==> config.mk <==
export PLATFORM = sky130hd
export DESIGN_NAME = coap_response_classifier
export DESIGN_NICKNAME = d
export VERILOG_FILES = /design/src/coap_rc_pkg.sv /design/src/coap_rc_classify.sv /design/src/coap_response_classifier.sv
export VERILOG_INCLUDE_DIRS = /design/src /design/src/src
export SDC_FILE = /design/constraint.sdc
export NUM_CORES = 1
export LEC_CHECK = 0
export ABC_AREA = 1
export BUFFER_PORTS_ARGS = -buffer_cell sky130_fd_sc_hd__clkbuf_2
export CORE_MARGIN = 2
export CORE_UTILIZATION = 54
export DETAILED_ROUTE_END_ITERATION = 7
export PLACE_DENSITY_LB_ADDON = 0.15
export REMOVE_ABC_BUFFERS = 1
export SETUP_SLACK_MARGIN = 0.15
export SLEW_MARGIN = 10
export SYNTH_ARGS = -nofsm -noshare
export SYNTH_HDL_FRONTEND = slang
export SYNTH_SLANG_ARGS = --single-unit
==> constraint.sdc <==
create_clock -name i_clk -period 3.55 [get_ports i_clk]
set_input_delay 0.1775 -clock i_clk [delete_from_list [all_inputs] [get_ports i_clk]]
set_output_delay 0.1775 -clock i_clk [all_outputs]
set_load 0.01 [all_outputs]
==> src/coap_response_classifier_assert.svh <==
// Assertion macros for the CoAP response classifier.
// Used by coap_response_classifier.sv; needs nothing else.
`ifndef COAP_RESPONSE_CLASSIFIER_ASSERT_SVH
`define COAP_RESPONSE_CLASSIFIER_ASSERT_SVH
`ifndef SYNTHESIS
// Consequent must hold in the same cycle as the antecedent.
`define CRC_ASSERT_NOW(label, clk, rst_n, ante, cons) \
    label: assert property (@(posedge clk) disable iff (!(rst_n)) (ante) |-> (cons)) \
        else $error("assertion failed: same-cycle check");
// Consequent must hold in the cycle after the antecedent.
`define CRC_ASSERT_NEXT(label, clk, rst_n, ante, cons) \
    label: assert property (@(posedge clk) disable iff (!(rst_n)) (ante) |=> (cons)) \
        else $error("assertion failed: next-cycle check");
`else
`define CRC_ASSERT_NOW(label, clk, rst_n, ante, cons)
`define CRC_ASSERT_NEXT(label, clk, rst_n, ante, cons)
`endif
`endif

==> src/coap_rc_pkg.sv <==
// Shared types and constants for the CoAP response classifier.
// No dependencies; imported by coap_rc_classify, coap_response_classifier and the testbench.
package coap_rc_pkg;

    localparam int TOKEN_BYTES = 8;
    localparam int TOKEN_W     = 8 * TOKEN_BYTES;
    localparam int TOKEN_LEN_W = 4;
    localparam int MSG_ID_W    = 16;
    localparam int MSG_CODE_W  = 8;
    localparam int CFG_DATA_W  = 64;

    typedef enum logic [1:0] {
        TYPE_CON = 2'd0,
        TYPE_NON = 2'd1,
        TYPE_ACK = 2'd2,
        TYPE_RST = 2'd3
    } t_msg_type;

    typedef enum logic [2:0] {
        ACT_IGNORE       = 3'd0,
        ACT_SEPARATED    = 3'd1,
        ACT_RESPONSE     = 3'd2,
        ACT_RESET        = 3'd3,
        ACT_ACK_ONLY     = 3'd4,
        ACT_RESPONSE_ACK = 3'd5
    } t_action;

    typedef enum logic [1:0] {
        REG_REQUEST_ID         = 2'd0,
        REG_EXPECTED_TOKEN     = 2'd1,
        REG_EXPECTED_TOKEN_LEN = 2'd2
    } t_cfg_index;

    typedef struct packed {
        t_msg_type               msg_type;
        logic [MSG_CODE_W-1:0]   code;
        logic [MSG_ID_W-1:0]     id;
        logic [TOKEN_W-1:0]      token;
        logic [TOKEN_LEN_W-1:0]  token_len;
    } t_msg;

    typedef struct packed {
        t_action action;
        logic    set_separate;
        logic    take_id;
    } t_verdict;

endpackage

==> src/coap_rc_classify.sv <==
// Combinational classification of one message header against the request.
// Depends on coap_rc_pkg.
module coap_rc_classify (
    input  coap_rc_pkg::t_msg                          i_msg,
    input  logic [coap_rc_pkg::MSG_ID_W-1:0]           i_request_id,
    input  logic [coap_rc_pkg::TOKEN_W-1:0]            i_exp_token,
    input  logic [coap_rc_pkg::TOKEN_LEN_W-1:0]        i_exp_len,
    input  logic                                       i_dedup_valid,
    input  logic [coap_rc_pkg::MSG_ID_W-1:0]           i_dedup_id,
    output coap_rc_pkg::t_verdict                      o_verdict
);
    import coap_rc_pkg::*;

    logic [TOKEN_BYTES-1:0] byte_ok;
    logic                   tok_match;
    logic                   id_match;

    // Bytes at or above the expected length are don't-care.
    for (genvar g = 0; g < TOKEN_BYTES; g++) begin : g_byte
        assign byte_ok[g] = (i_msg.token[8*g +: 8] == i_exp_token[8*g +: 8])
                         || (TOKEN_LEN_W'(g) >= i_exp_len);
    end

    assign tok_match = (i_msg.token_len == i_exp_len) && (&byte_ok);
    assign id_match  = (i_msg.id == i_request_id);

    always_comb begin
        o_verdict = '{action: ACT_IGNORE, set_separate: 1'b0, take_id: 1'b0};
        case (i_msg.msg_type)
            TYPE_ACK: begin
                if (id_match) begin
                    if (i_msg.code == '0) begin
                        o_verdict.action       = ACT_SEPARATED;
                        o_verdict.set_separate = 1'b1;
                    end else if (tok_match) begin
                        o_verdict.action = ACT_RESPONSE;
                    end
                end
            end
            TYPE_RST: begin
                if (id_match) begin
                    o_verdict.action = ACT_RESET;
                end
            end
            TYPE_CON: begin
                if (!tok_match) begin
                    o_verdict.action = ACT_ACK_ONLY;
                end else if (i_dedup_valid && (i_dedup_id == i_msg.id)) begin
                    o_verdict.action = ACT_ACK_ONLY;
                end else begin
                    o_verdict.action  = ACT_RESPONSE_ACK;
                    o_verdict.take_id = 1'b1;
                end
            end
            TYPE_NON: begin
                if (tok_match) begin
                    o_verdict.action = ACT_RESPONSE;
                end
            end
            default: begin
                o_verdict.action = ACT_IGNORE;
            end
        endcase
    end

endmodule

==> src/coap_response_classifier.sv <==
// CoAP response classifier: classifies received message headers against one
// outstanding request. A request is registered in the input stage on acceptance,
// classified, and its result and the dedup and separate-response marks are
// registered as it advances to the result stage. One request per clock is sustained
// while the receiver is ready; the dedup-ID register update is the loop that sets
// that figure. The output register lets a new request enter while a result waits.
// Writes to the three configuration registers take effect at once and clear both marks.
// Depends on coap_rc_pkg, coap_rc_classify and coap_response_classifier_assert.svh.
`include "coap_response_classifier_assert.svh"

module coap_response_classifier (
    input  logic                                    i_clk,
    input  logic                                    i_rst_n,
    input  logic                                    i_cfg_we,
    input  logic [1:0]                              i_cfg_index,
    input  logic [coap_rc_pkg::CFG_DATA_W-1:0]      i_cfg_data,
    input  logic                                    i_valid,
    output logic                                    o_ready,
    input  logic [1:0]                              i_msg_type,
    input  logic [coap_rc_pkg::MSG_CODE_W-1:0]      i_msg_code,
    input  logic [coap_rc_pkg::MSG_ID_W-1:0]        i_msg_id,
    input  logic [coap_rc_pkg::TOKEN_W-1:0]         i_msg_token,
    input  logic [coap_rc_pkg::TOKEN_LEN_W-1:0]     i_msg_token_len,
    output logic                                    o_valid,
    input  logic                                    i_ready,
    output logic [2:0]                              o_action,
    output logic                                    o_separate_pending
);
    import coap_rc_pkg::*;

    logic [MSG_ID_W-1:0]    r_request_id;
    logic [TOKEN_W-1:0]     r_exp_token;
    logic [TOKEN_LEN_W-1:0] r_exp_len;
    logic [TOKEN_LEN_W-1:0] n_exp_len_clamped;
    logic                   r_dedup_valid;
    logic [MSG_ID_W-1:0]    r_dedup_id;
    logic                   r_sep_seen;
    logic                   n_sep_seen;

    logic                   r_in_valid;
    t_msg                   r_in;
    logic                   r_out_valid;
    t_action                r_action;
    logic                   r_sep_out;

    logic                   in_acc;
    logic                   advance;
    logic                   cfg_clear;
    t_verdict               verdict;

    assign in_acc  = i_valid && o_ready;
    assign advance = r_in_valid && (!r_out_valid || i_ready);
    assign o_ready = !r_in_valid || advance;

    assign cfg_clear = i_cfg_we && ((i_cfg_index == REG_REQUEST_ID)
                                 || (i_cfg_index == REG_EXPECTED_TOKEN)
                                 || (i_cfg_index == REG_EXPECTED_TOKEN_LEN));

    // Clamp the length write to the token capacity.
    assign n_exp_len_clamped = (i_cfg_data[TOKEN_LEN_W-1:0] > TOKEN_LEN_W'(TOKEN_BYTES))
                             ? TOKEN_LEN_W'(TOKEN_BYTES) : i_cfg_data[TOKEN_LEN_W-1:0];

    coap_rc_classify u_classify (
        .i_msg         (r_in),
        .i_request_id  (r_request_id),
        .i_exp_token   (r_exp_token),
        .i_exp_len     (r_exp_len),
        .i_dedup_valid (r_dedup_valid),
        .i_dedup_id    (r_dedup_id),
        .o_verdict     (verdict)
    );

    assign n_sep_seen = r_sep_seen || (advance && verdict.set_separate);

    // Configuration registers.
    always_ff @(posedge i_clk) begin
        if (!i_rst_n) begin
            r_request_id <= '0;
            r_exp_token  <= '0;
            r_exp_len    <= '0;
        end else if (i_cfg_we) begin
            case (i_cfg_index)
                REG_REQUEST_ID:         r_request_id <= i_cfg_data[MSG_ID_W-1:0];
                REG_EXPECTED_TOKEN:     r_exp_token  <= i_cfg_data[TOKEN_W-1:0];
                REG_EXPECTED_TOKEN_LEN: r_exp_len    <= n_exp_len_clamped;
                default: begin
                    // unknown index: drop the write
                end
            endcase
        end
    end

    // Marks; a configuration write wins over an update.
    always_ff @(posedge i_clk) begin
        if (!i_rst_n) begin
            r_dedup_valid <= 1'b0;
            r_dedup_id    <= '0;
            r_sep_seen    <= 1'b0;
        end else if (cfg_clear) begin
            r_dedup_valid <= 1'b0;
            r_dedup_id    <= '0;
            r_sep_seen    <= 1'b0;
        end else begin
            r_sep_seen <= n_sep_seen;
            if (advance && verdict.take_id) begin
                r_dedup_valid <= 1'b1;
                r_dedup_id    <= r_in.id;
            end
        end
    end

    // Input stage.
    always_ff @(posedge i_clk) begin
        if (!i_rst_n) begin
            r_in_valid <= 1'b0;
        end else if (in_acc) begin
            r_in_valid <= 1'b1;
        end else if (advance) begin
            r_in_valid <= 1'b0;
        end
    end

    always_ff @(posedge i_clk) begin
        if (in_acc) begin
            r_in.msg_type  <= t_msg_type'(i_msg_type);
            r_in.code      <= i_msg_code;
            r_in.id        <= i_msg_id;
            r_in.token     <= i_msg_token;
            r_in.token_len <= i_msg_token_len;
        end
    end

    // Result stage.
    always_ff @(posedge i_clk) begin
        if (!i_rst_n) begin
            r_out_valid <= 1'b0;
        end else if (advance) begin
            r_out_valid <= 1'b1;
        end else if (i_ready) begin
            r_out_valid <= 1'b0;
        end
    end

    always_ff @(posedge i_clk) begin
        if (advance) begin
            r_action  <= verdict.action;
            r_sep_out <= n_sep_seen;
        end
    end

    assign o_valid            = r_out_valid;
    assign o_action           = r_action;
    assign o_separate_pending = r_sep_out;

    `CRC_ASSERT_NOW(a_len_clamped, i_clk, i_rst_n, 1'b1, r_exp_len <= TOKEN_LEN_W'(TOKEN_BYTES))
    `CRC_ASSERT_NEXT(a_cfg_clears_marks, i_clk, i_rst_n, cfg_clear, !r_dedup_valid && !r_sep_seen)
    `CRC_ASSERT_NEXT(a_dedup_taken, i_clk, i_rst_n, advance && !cfg_clear && (verdict.action == ACT_RESPONSE_ACK), r_dedup_valid && (r_dedup_id == $past(r_in.id)))
    `CRC_ASSERT_NOW(a_separated_marks, i_clk, i_rst_n, o_valid && (o_action == ACT_SEPARATED), o_separate_pending)

endmodule

==> After elaboration in Yosys (flattened, before gate mapping) <==
Cells that the tools add are included.
Widths: inputs -> output; s select.
{ "word_totals": {"regBits": 202, "in_bits": 165, "output_inout_bits": 6, "word_cells": 90} }
{ "classes": {"n_lt_le_gt_ge": 9, "eq_ne": 16, "n_mux": 17, "bitwise": 1, "reduce_logical": 32} }
{ "ops": {"columns": ["op", "n"], "rows": [
  ["$eq 8x8->1", 8],
  ["$eq 16x16->1", 2],
  ["$ge 3x4->1 const A", 4],
  ["$logic_or 1x1->1", 13],
  ["$pmux 3 s4", 1],
  ["$mux 1", 10],
  ["$ge 1x4->1 const A", 2],
  ["$ge 2x4->1 const A", 2],
  ["$logic_not 8->1", 1],
  ["$mux 4", 2],
  ["$reduce_and 8->1", 1],
  ["$logic_and 1x1->1", 7],
  ["$eq 2x2->1 const B", 3],
  ["$mux 2", 3],
  ["$reduce_and 2->1", 3],
  ["$eq 2x1->1 const B", 2],
  ["$eq 4x4->1", 1],
  ["$gt 4x4->1 const B", 1],
  ["$logic_not 2->1", 2],
  ["$reduce_bool 2->1", 2],
  ["$mux 3", 1],
  ["$logic_not 1->1", 2],
  ["$reduce_or 2->1", 1],
  ["$not 1->1", 1]
]} }

==> Depth between registers and ports, before layout <==
Gate-level depths: netlist (run 1).
{ "depth": {"depth_word": 10, "mapped_depth": 14} }

==> Cells and area by module <==
Synthesis (run 1) repeated with hierarchy kept, for this count alone.
{ "hier_totals": {"hier_cells": 900, "area_unflattened_um2": 8290.5} }
{ "by_module_without_submodules": {"columns": ["module", "instances", "cells_each", "area_per_inst_um2", "seq_area_each_um2"], "rows": [
  ["coap_response_classifier", 1, 596, 6668.9, 5024.8],
  ["coap_rc_classify", 1, 304, 1621.6, 0.0]
]} }

==> Worst setup path after synthesis (run 1) <==
Ideal clock, no wire load.
{ "synth_path": {"path_type": "flip-flop to flip-flop", "from": "register r_out_valid (netlist: o_valid)", "to": "register r_in[0] (netlist name) (enable)", "setup_time_ps": 448, "arrival_time_ps": 2432, "required_ps": 3102, "path_slack_ps": 670, "path_stages_with_launch": 4, "path_buffers": 0, "cell_sequence": "dfxtp_1 > nand3_1 > nand2_1 > inv_1"} }
{ "synth_between": {"elab_chain_cells": 5} }
{ "synth_lines": {"columns": ["element", "line_no", "rtl"], "rows": [
  ["from (decl)", "coap_response_classifier.sv:42", "logic r_out_valid;"],
  ["from (signal assigned)", "coap_response_classifier.sv:136", "r_out_valid <= 1'b0;"],
  ["from (signal assigned)", "coap_response_classifier.sv:138", "r_out_valid <= 1'b1;"],
  ["from (signal assigned)", "coap_response_classifier.sv:140", "r_out_valid <= 1'b0;"],
  ["$logic_not 1->1", "coap_response_classifier.sv:52", "assign advance = r_in_valid && (!r_out_valid || i_ready);"],
  ["$logic_or 1x1->1", "coap_response_classifier.sv:52", null],
  ["$logic_and 1x1->1", "coap_response_classifier.sv:52", null],
  ["$logic_or 1x1->1", "coap_response_classifier.sv:53", "assign o_ready = !r_in_valid || advance;"],
  ["via o_ready", "coap_response_classifier.sv:18", "output logic o_ready,"],
  ["$logic_and 1x1->1", "coap_response_classifier.sv:51", "assign in_acc = i_valid && o_ready;"],
  ["via in_acc", "coap_response_classifier.sv:46", "logic in_acc;"],
  ["to (decl)", "coap_response_classifier.sv:41", "t_msg r_in;"]
]} }
The timed path passes the listed nets, and every way through them passes these cells.
A chain may end at the register's enable or synchronous reset.

==> Final worst setup path (run 1) <==
{ "layout_path": {"from": "register r_in[52] (netlist name)", "to": "register r_dedup_id[1]"} }
{ "layout_between": {"elab_chain_cells": 7} }
{ "layout_lines": {"columns": ["element", "line_no", "rtl"], "rows": [
  ["$eq 8x8->1", "coap_rc_classify.sv:20", "assign byte_ok[g] = (i_msg.token[8*g +: 8] == i_exp_token[8*g +: 8])"],
  ["$logic_or 1x1->1", "coap_rc_classify.sv:21", "|| (TOKEN_LEN_W'(g) >= i_exp_len);"],
  ["$reduce_and 8->1", "coap_rc_classify.sv:24", "assign tok_match = (i_msg.token_len == i_exp_len) && (&byte_ok);"],
  ["$logic_and 1x1->1", "coap_rc_classify.sv:24", null],
  ["$mux 1", "coap_rc_classify.sv:46", "if (!tok_match) begin"],
  ["$mux 1", "coap_rc_classify.sv:29", "case (i_msg.msg_type)"],
  ["$logic_and 1x1->1", "coap_response_classifier.sv:105", "if (advance && verdict.take_id) begin"],
  ["to (signal assigned)", "coap_response_classifier.sv:107", "r_dedup_id <= r_in.id;"],
  ["to (decl)", "coap_response_classifier.sv:36", "logic [MSG_ID_W-1:0] r_dedup_id;"]
]} }
Every way passes these cells.

==> results.json, run 1 <==
{
  "cts-root-buf": "clkbuf_16",
  "drtPass1Iterations": 5,
  "tns_ns": 0,
  "critPathSlowestCell": "edfxtp_1",
  "synthFlopType": "dfxtp_1",
  "vias_per_cell": 4.96,
  "drtIter0Drc": 370,
  "die_w_um": 127,
  "post-route-period-util": 0.580,
  "grt_pass1_vias": 6939,
  "layout.nets": 1349,
  "rows": 44,
  "cts_post_setup_buffers_inserted": 0,
  "core_um2": 14600,
  "synthArstFlopShare": 0,
  "cap_violations": 0,
  "timing.final.ws_setup_ns": 1.49,
  "wl_met2_mm": 10.8,
  "synth_seq_cells": 202,
  "startpoint_type": "register",
  "worst_setup_path_end_kind": "register",
  "antenna_found_initial": 0,
  "worst_path_most_repeated_cell": "nand2_1",
  "grt-ovfl-total": 0,
  "syn_to_final_growth_pct": 40.4,
  "p_per_area_nw_per_um2": 475,
  "cts_tree": "done",
  "wl_met1_mm": 8.83,
  "max_freq_mhz": 486,
  "port_buffers": 170,
  "place.gp.congestion": 0.831,
  "worstReg2RegEnd": "r_dedup_id[1]$_SDFFE_PP0P_",
  "syn_avg_cell_area_um2": 9.51,
  "rrSetupSlack_ns": 1.49,
  "routed_wl_mm": 21.4,
  "synth_cell_types": 28,
  "reg2reg_from": "r_in[52]$_DFFE_PP_",
  "wl_per_cell_um": 15.5,
  "ant_nets": 0,
  "die-area_um2": 16100,
  "pre_cts_ws_ns": 1.52,
  "holdCritPathClass": "in2reg",
  "ioPinCount": 171,
  "drc": 0,
  "cts_resized": 0,
  "antenna_cells": 0,
  "top_layer": "met4",
  "min_from": "i_valid",
  "slew_viol_final": 0,
  "drive_gt1_frac": 0.185,
  "clock_skew_ns": 0.00790,
  "worstMarginPinSlew_ns": 1.13,
  "finalHoldViolCount": 0,
  "syn_inst": 855,
  "crit_type": "reg2reg",
  "min_period_ns": 2.06,
  "crit_arrival_ns": 2.48,
  "grt_pass1_wl_mm": 33.9,
  "min_to": "r_in_valid$_SDFFE_PN0P_",
  "numClockSinks": 202,
  "ys_warn_count": 0,
  "hold_depth": 3,
  "clk_latency_ns": 0.49,
  "critical_path.max_stage_delay_ns": 0.39,
  "critPathMaxFanout": 33,
  "synth.cell_area_um2": 8130,
  "cts.htree.levels": 1,
  "ys_seq_area_frac": 0.618,
  "setup_viol": 0,
  "num_vias": 6862,
  "slew-limit-headroom": 0.240,
  "rsz0062_at_grt": "false",
  "outcome": "finished clean",
  "cp.required_ns": 3.98,
  "start_util": 0.555,
  "path_clk_slew_ns": 0.06,
  "clk_path_buf_depth": 3,
  "grt_usage": 0.266,
  "ctsHoldBuffers": 159,
  "r2r_cells": 11,
  "grt_max_degree": 81,
  "dpl.hpwl_mm": 11.4,
  "p_leak_nw": 4.82,
  "cts_buffers": 21,
  "crit_chain": "xnor2_1 -> nand2_1 -> nor2_1 -> nand2_1 -> nand2_1 -> nand3_2 -> nor2_4 -> nand4_4 -> nand2_1 -> nand2_1 -> nor2_1",
  "die_y_um": 127,
  "wl_met3_mm": 1.07,
  "synth_edf_count": 98,
  "vdd_ir_drop_max_v": 0.000305
}
## cell families after synthesis
group / Yosys count / share of synthesized area
xor gates and xnor gates: 75 / 0.0808
DFF: 202 / 0.618
buffers and inverters: 89 / 0.0439
AOI/OAI and AO/OA: 115 / 0.0726
and+or+nand+nor: 374 / 0.185
## metal layers
metal,vias up,GRT usage
li1,3418,-
met1,3180,0.326
met4,0,0.0847
met3,48,0.0460
met2,216,0.481
met5,-,0
## layout by cell type (no fill, tap or decap), types with 3 or more instances in the layout
| master | instances |
|---|---|
| clkbuf_1 | 6 |
| clkbuf_2 | 170 |
| o21ai_0 | 86 |
| nand3_1 | 14 |
| nand4_1 | 6 |
| dlygate4sd3_1 | 159 |
| a21oi_1 | 21 |
| buf_4 | 5 |
| a22oi_1 | 3 |
| bufinv_16 | 3 |
| inv_2 | 9 |
| dfxtp_1 | 104 |
| xnor2_1 | 69 |
| inv_1 | 51 |
| xor2_1 | 6 |
| clkbuf_16 | 21 |
| nor2_1 | 201 |
| edfxtp_1 | 98 |
| nand2_1 | 140 |
## synthesized netlist by cell type, drive strengths merged (3+ instances only)
library cell / instances / area (µm²)
nor2: 203 / 777
nand2: 141 / 529
dfxtp: 104 / 2080
edfxtp: 98 / 2940
o21ai: 88 / 440
xnor2: 69 / 604
inv: 61 / 229
a21oi: 21 / 105
clkbuf: 20 / 75.1
nand3: 15 / 80.1
buf: 8 / 52.6
nand4: 7 / 58.8
xor2: 6 / 52.6
a22oi: 3 / 22.5
## worst max-delay path: cells and delay by family (launching register included)
family | cells | cell delay [ns]
AND/OR/NAND/NOR | 10 | 1.39
flip-flops | 1 | 0.39
XOR/XNOR | 1 | 0.21
## per-stage QoR
step | power, W | utilization | area, µm² | instances | hold WS, ns
after floorplan | 0.00290 | - | 8000 | 827 | 0.276
after global placement | 0.00307 | 0.623 | 9130 | 1186 | 0.355
after global routing | 0.00563 | 0.780 | 11400 | 1383 | 0.0295
after detailed placement | 0.00308 | 0.623 | 9130 | 1186 | 0.356
after CTS | 0.00543 | 0.780 | 11400 | 1383 | 0.0260
final | 0.00543 | 0.780 | 11400 | 1383 | 0.0375
## final cells by class
type                       instances  area, µm²
clock buffer                      29        576
clock inverter                     9        124
fill                             946       3230
inverter                          61        231
multi-input combinational        564       2750
sequential                       202       5020
tap                              184        230
timing repair buffer             334       2480
## where the power goes
| part | total (W) | switching [W] | internal [W] |
|---|---|---|---|
| clock | 0.00224 | 0.000883 | 0.00135 |
| combinational | 0.000552 | 0.000255 | 0.000297 |
| sequential | 0.00264 | 0.0000689 | 0.00257 |
## registers in the layout, summed over array words and instances (netlist names)
register and flops:
r_in 94, r_exp_token 64, r_exp_len 4, o_separate_pending 1, r_dedup_id 16, r_request_id 16, o_valid 1, o_action 3
r_in_valid 1, r_sep_seen 1, r_dedup_valid 1
## how the worst max path moves through the flow
stage,slack [ns],endpoint,from
5_1_grt,1.25,r_dedup_id[11]$_SDFFE_PP0P_,r_in[20]$_DFFE_PP_
2_1_floorplan,0.67,r_in[0]$_DFFE_PP_,o_valid$_SDFFE_PN0P_
6_report,1.49,r_dedup_id[1]$_SDFFE_PP0P_,r_in[52]$_DFFE_PP_
3_5_place_dp,1.52,r_dedup_id[1]$_SDFFE_PP0P_,r_in[71]$_DFFE_PP_
4_1_cts,1.49,r_dedup_id[12]$_SDFFE_PP0P_,r_in[65]$_DFFE_PP_
3_3_place_gp,1.60,r_dedup_id[4]$_SDFFE_PP0P_,r_in[71]$_DFFE_PP_
Note: power is estimated with default switching activity, not from simulation.
==> inputs of run 2 (changes only) <==
ABC_AREA = 0   (was 1)
CORE_UTILIZATION = 49   (was 54)
clock period = 1.8 ns   (was 3.55 ns; I/O delays follow)
==> run 2 against run 1 <==
  * Synthesized cell count shrank 16%
  * The run now ends with negative setup slack left
  * Largest power group unchanged
  * Wire length shrank 3.8%
  * Register-to-register slack worse by 2.1 ns
  * Highest routed layer unchanged
==> results.json, run 2 <==
{
  "synth_top_cell_area_share": 0.360,
  "routed_wl_mm": 20.6,
  "rsz0062_at_grt": "true",
  "grt_pass1_vias": 6774,
  "grt_max_degree": 87,
  "slew_viol_final": 0,
  "drtPass1Iterations": 6,
  "synthArstFlopShare": 0,
  "critPathMaxFanout": 8,
  "synth_compound_area_frac": 0.0928,
  "setup_viol": 19,
  "ys_seq_area_frac": 0.614,
  "largest_reg_flops": 94,
  "ioPinCount": 171,
  "max_freq_mhz": 419,
  "violations": "negative setup slack",
  "cts_buffers": 22,
  "die-area_um2": 17700,
  "core_um2": 16500,
  "outcome": "complete, but fails checks",
  "syn_inst": 715,
  "crit_chain": "xor2_1 -> nor4_2 -> a21oi_1 -> nor4_4 -> o2111ai_4 -> nor3_4 -> buf_6 -> clkbuf_16 -> mux2i_1",
  "grt_usage": 0.231,
  "die_y_um": 133,
  "synth_cell_types": 39,
  "synthAdderAreaFrac": 0,
  "antenna_cells": 0,
  "synth_mux_area_frac": 0.0208,
  "synth.most_common_cell": "nand2_1",
  "vdd_ir_drop_max_v": 0.000755,
  "worstMarginPinSlew_ns": 0.519,
  "critPathSlowestCell": "edfxtp_1",
  "cts_tree": "done",
  "critical_path.max_stage_delay_ns": 0.39,
  "dpl.hpwl_mm": 12.1,
  "startpoint_type": "register",
  "reg_top3": "r_in (94), r_exp_token (64)",
  "post-route-period-util": 1.33,
  "antenna_found_initial": 1,
  "crit_type": "reg2reg",
  "synth_largest_area_cell": "edfxtp_1",
  "slew-limit-headroom": 0.654,
  "multi_input_area_um2": 3100,
  "worst_setup_path_end_kind": "register",
  "synth_common_cells": "199 x nand2_1, 104 x dfxtp_1, 98 x edfxtp_1",
  "dp_cells": 1104,
  "synth_top_family_by_area": "simple AND/OR/NAND/NOR gates",
  "synth_edf_count": 98,
  "cp.required_ns": 2.21,
  "numClockSinks": 202,
  "start_util": 0.497,
  "holdCritPathClass": "in2reg",
  "synth_seq_cells": 202,
  "regMostFlops": "r_in",
  "cts.htree.levels": 1,
  "synthXorXnorAreaFrac": 0.107,
  "synth.cell_area_um2": 8180,
  "yosys-top-cells-area": "edfxtp_1 36%, dfxtp_1 25%, nand2_1 9.1%, xor2_1 7.6%, a21boi_1 7.4%",
  "grt_pass1_wl_mm": 32.9,
  "p_leak_nw": 4.82,
  "stdcell_count": 1309,
  "tns_ns": -9.32,
  "path_clk_slew_ns": 0.06,
  "drc": 0,
  "synth-simple-area-share": 0.144,
  "ant_nets": 0,
  "layout.nets": 1239,
  "vias_per_cell": 4.89,
  "syn_to_final_growth_pct": 46.6,
  "wl_per_cell_um": 15.7,
  "n_fill_cell": 1127,
  "timing.final.ws_setup_ns": -0.589,
  "clk_path_buf_depth": 3,
  "drtIter0Drc": 210,
  "crit_arrival_ns": 2.80,
  "clock_skew_ns": 0.0184,
  "finalHoldViolCount": 0,
  "p_per_area_nw_per_um2": 884,
  "cap_violations": 0,
  "ys_warn_count": 0,
  "syn_avg_cell_area_um2": 11.4,
  "place.gp.congestion": 0.769,
  "rows": 47,
  "synthFlopType": "dfxtp_1",
  "port_buffers": 170,
  "cts-root-buf": "clkbuf_16",
  "drive_gt1_frac": 0.242,
  "final_cell_mix": "199 x nand2_1, 170 x clkbuf_2, 161 x dlygate4sd3_1",
  "grt-ovfl-total": 0,
  "hold_ws_ns": 0.143,
  "min_period_ns": 2.39,
  "clk_latency_ns": 0.51,
  "die_w_um": 133,
  "layout_commonest_cell": "nand2_1",
  "num_vias": 6398,
  "layout.area.seq_um2": 5020
}
-- run 2: cell count changes in the layout (fill, tap and decap cells not counted), moves of 13 or more --
cell      change
a21boi_1     +79
a21oi_1      -13
buf_4        +22
inv_1        -50
mux2i_1      +17
nand2_1      +59
nand3_1      -13
nor2_1      -197
o21ai_0      -85
xnor2_1      -40
xor2_1       +64
-- run 2: final cells by class --
cell class                      count  share of cell area
Clock buffer                       34              0.0547
Multi-Input combinational cell    478               0.258
Clock inverter                      5             0.00490
Inverter                            1            0.000313
Timing Repair Buffer              369               0.240
Sequential cell                   202               0.419
Tap cell                          220              0.0230
-- run 2: worst paths after layout --
check	startpoint	endpoint	slack, ns	cells after the start
hold / removal	i_cfg_index[0]	r_request_id[11]$_SDFFE_PN0P_	0.14	5
setup / recovery	r_in[48]$_DFFE_PP_	r_dedup_id[4]$_SDFFE_PP0P_	-0.59	9
hold reg to reg	r_exp_token[34]$_SDFFE_PN0P_	r_exp_token[34]$_SDFFE_PN0P_	0.46	2
setup reg to reg	r_in[48]$_DFFE_PP_	r_dedup_id[4]$_SDFFE_PP0P_	-0.59	9
-- run 2: power by group --
| part | internal, W | leakage (nW) | switching (W) | total [W] |
|---|---|---|---|---|
| clock | 0.00264 | 0.349 | 0.00175 | 0.00439 |
| sequential | 0.00503 | 1.80 | 0.000111 | 0.00514 |
| combinational | 0.000604 | 2.67 | 0.000461 | 0.00106 |
-- run 2: metrics by stage --
| stage | cell area [µm²] | setup slack, ns | total power [W] | util |
|---|---|---|---|---|
| finish | 12000 | -0.589 | 0.0106 | 0.728 |
| global route | 12000 | -0.688 | 0.0110 | 0.728 |
| global placement | 9490 | -0.469 | 0.00596 | 0.576 |
| floorplan | 8010 | -1.46 | 0.00558 | - |
| CTS | 11900 | -0.525 | 0.0107 | 0.721 |
| detailed placement | 9490 | -0.598 | 0.00598 | 0.576 |
-- run 2: repair_timing --
item                       CTS  global route
cloned                       0             2
buffers inserted             1             2
hold buffers               161             0
setup endpoints to repair   21            21
hold endpoints to repair   180             0
resized for setup           10             7
pin swaps                    4             6
-- run 2: cell families (layout without fill, tap and decap cells) --
| kind of cell | after synthesis | count (layout) |
|---|---|---|
| buffers and inverters | 35 | 409 |
| xor gates and xnor gates | 100 | 100 |
| muxes | 17 | 17 |
| AOI/OAI and AO/OA | 103 | 103 |
| and+or+nand+nor | 258 | 258 |
| DFF | 202 | 202 |
-- run 2: worst max-delay path, delay by kind of cell (launching register included) --
family	cells	cell delay [ns]
compound gates	2	0.35
buf+inv	2	0.31
xor+xnor	1	0.17
flops	1	0.39
simple gates	3	0.87
mux	1	0.21
-- run 2: layer usage --
layer  track usage  part of all wire
met5             0                 0
met4        0.0715             0.027
met3        0.0365             0.048
met2         0.414              0.51
met1         0.288              0.41
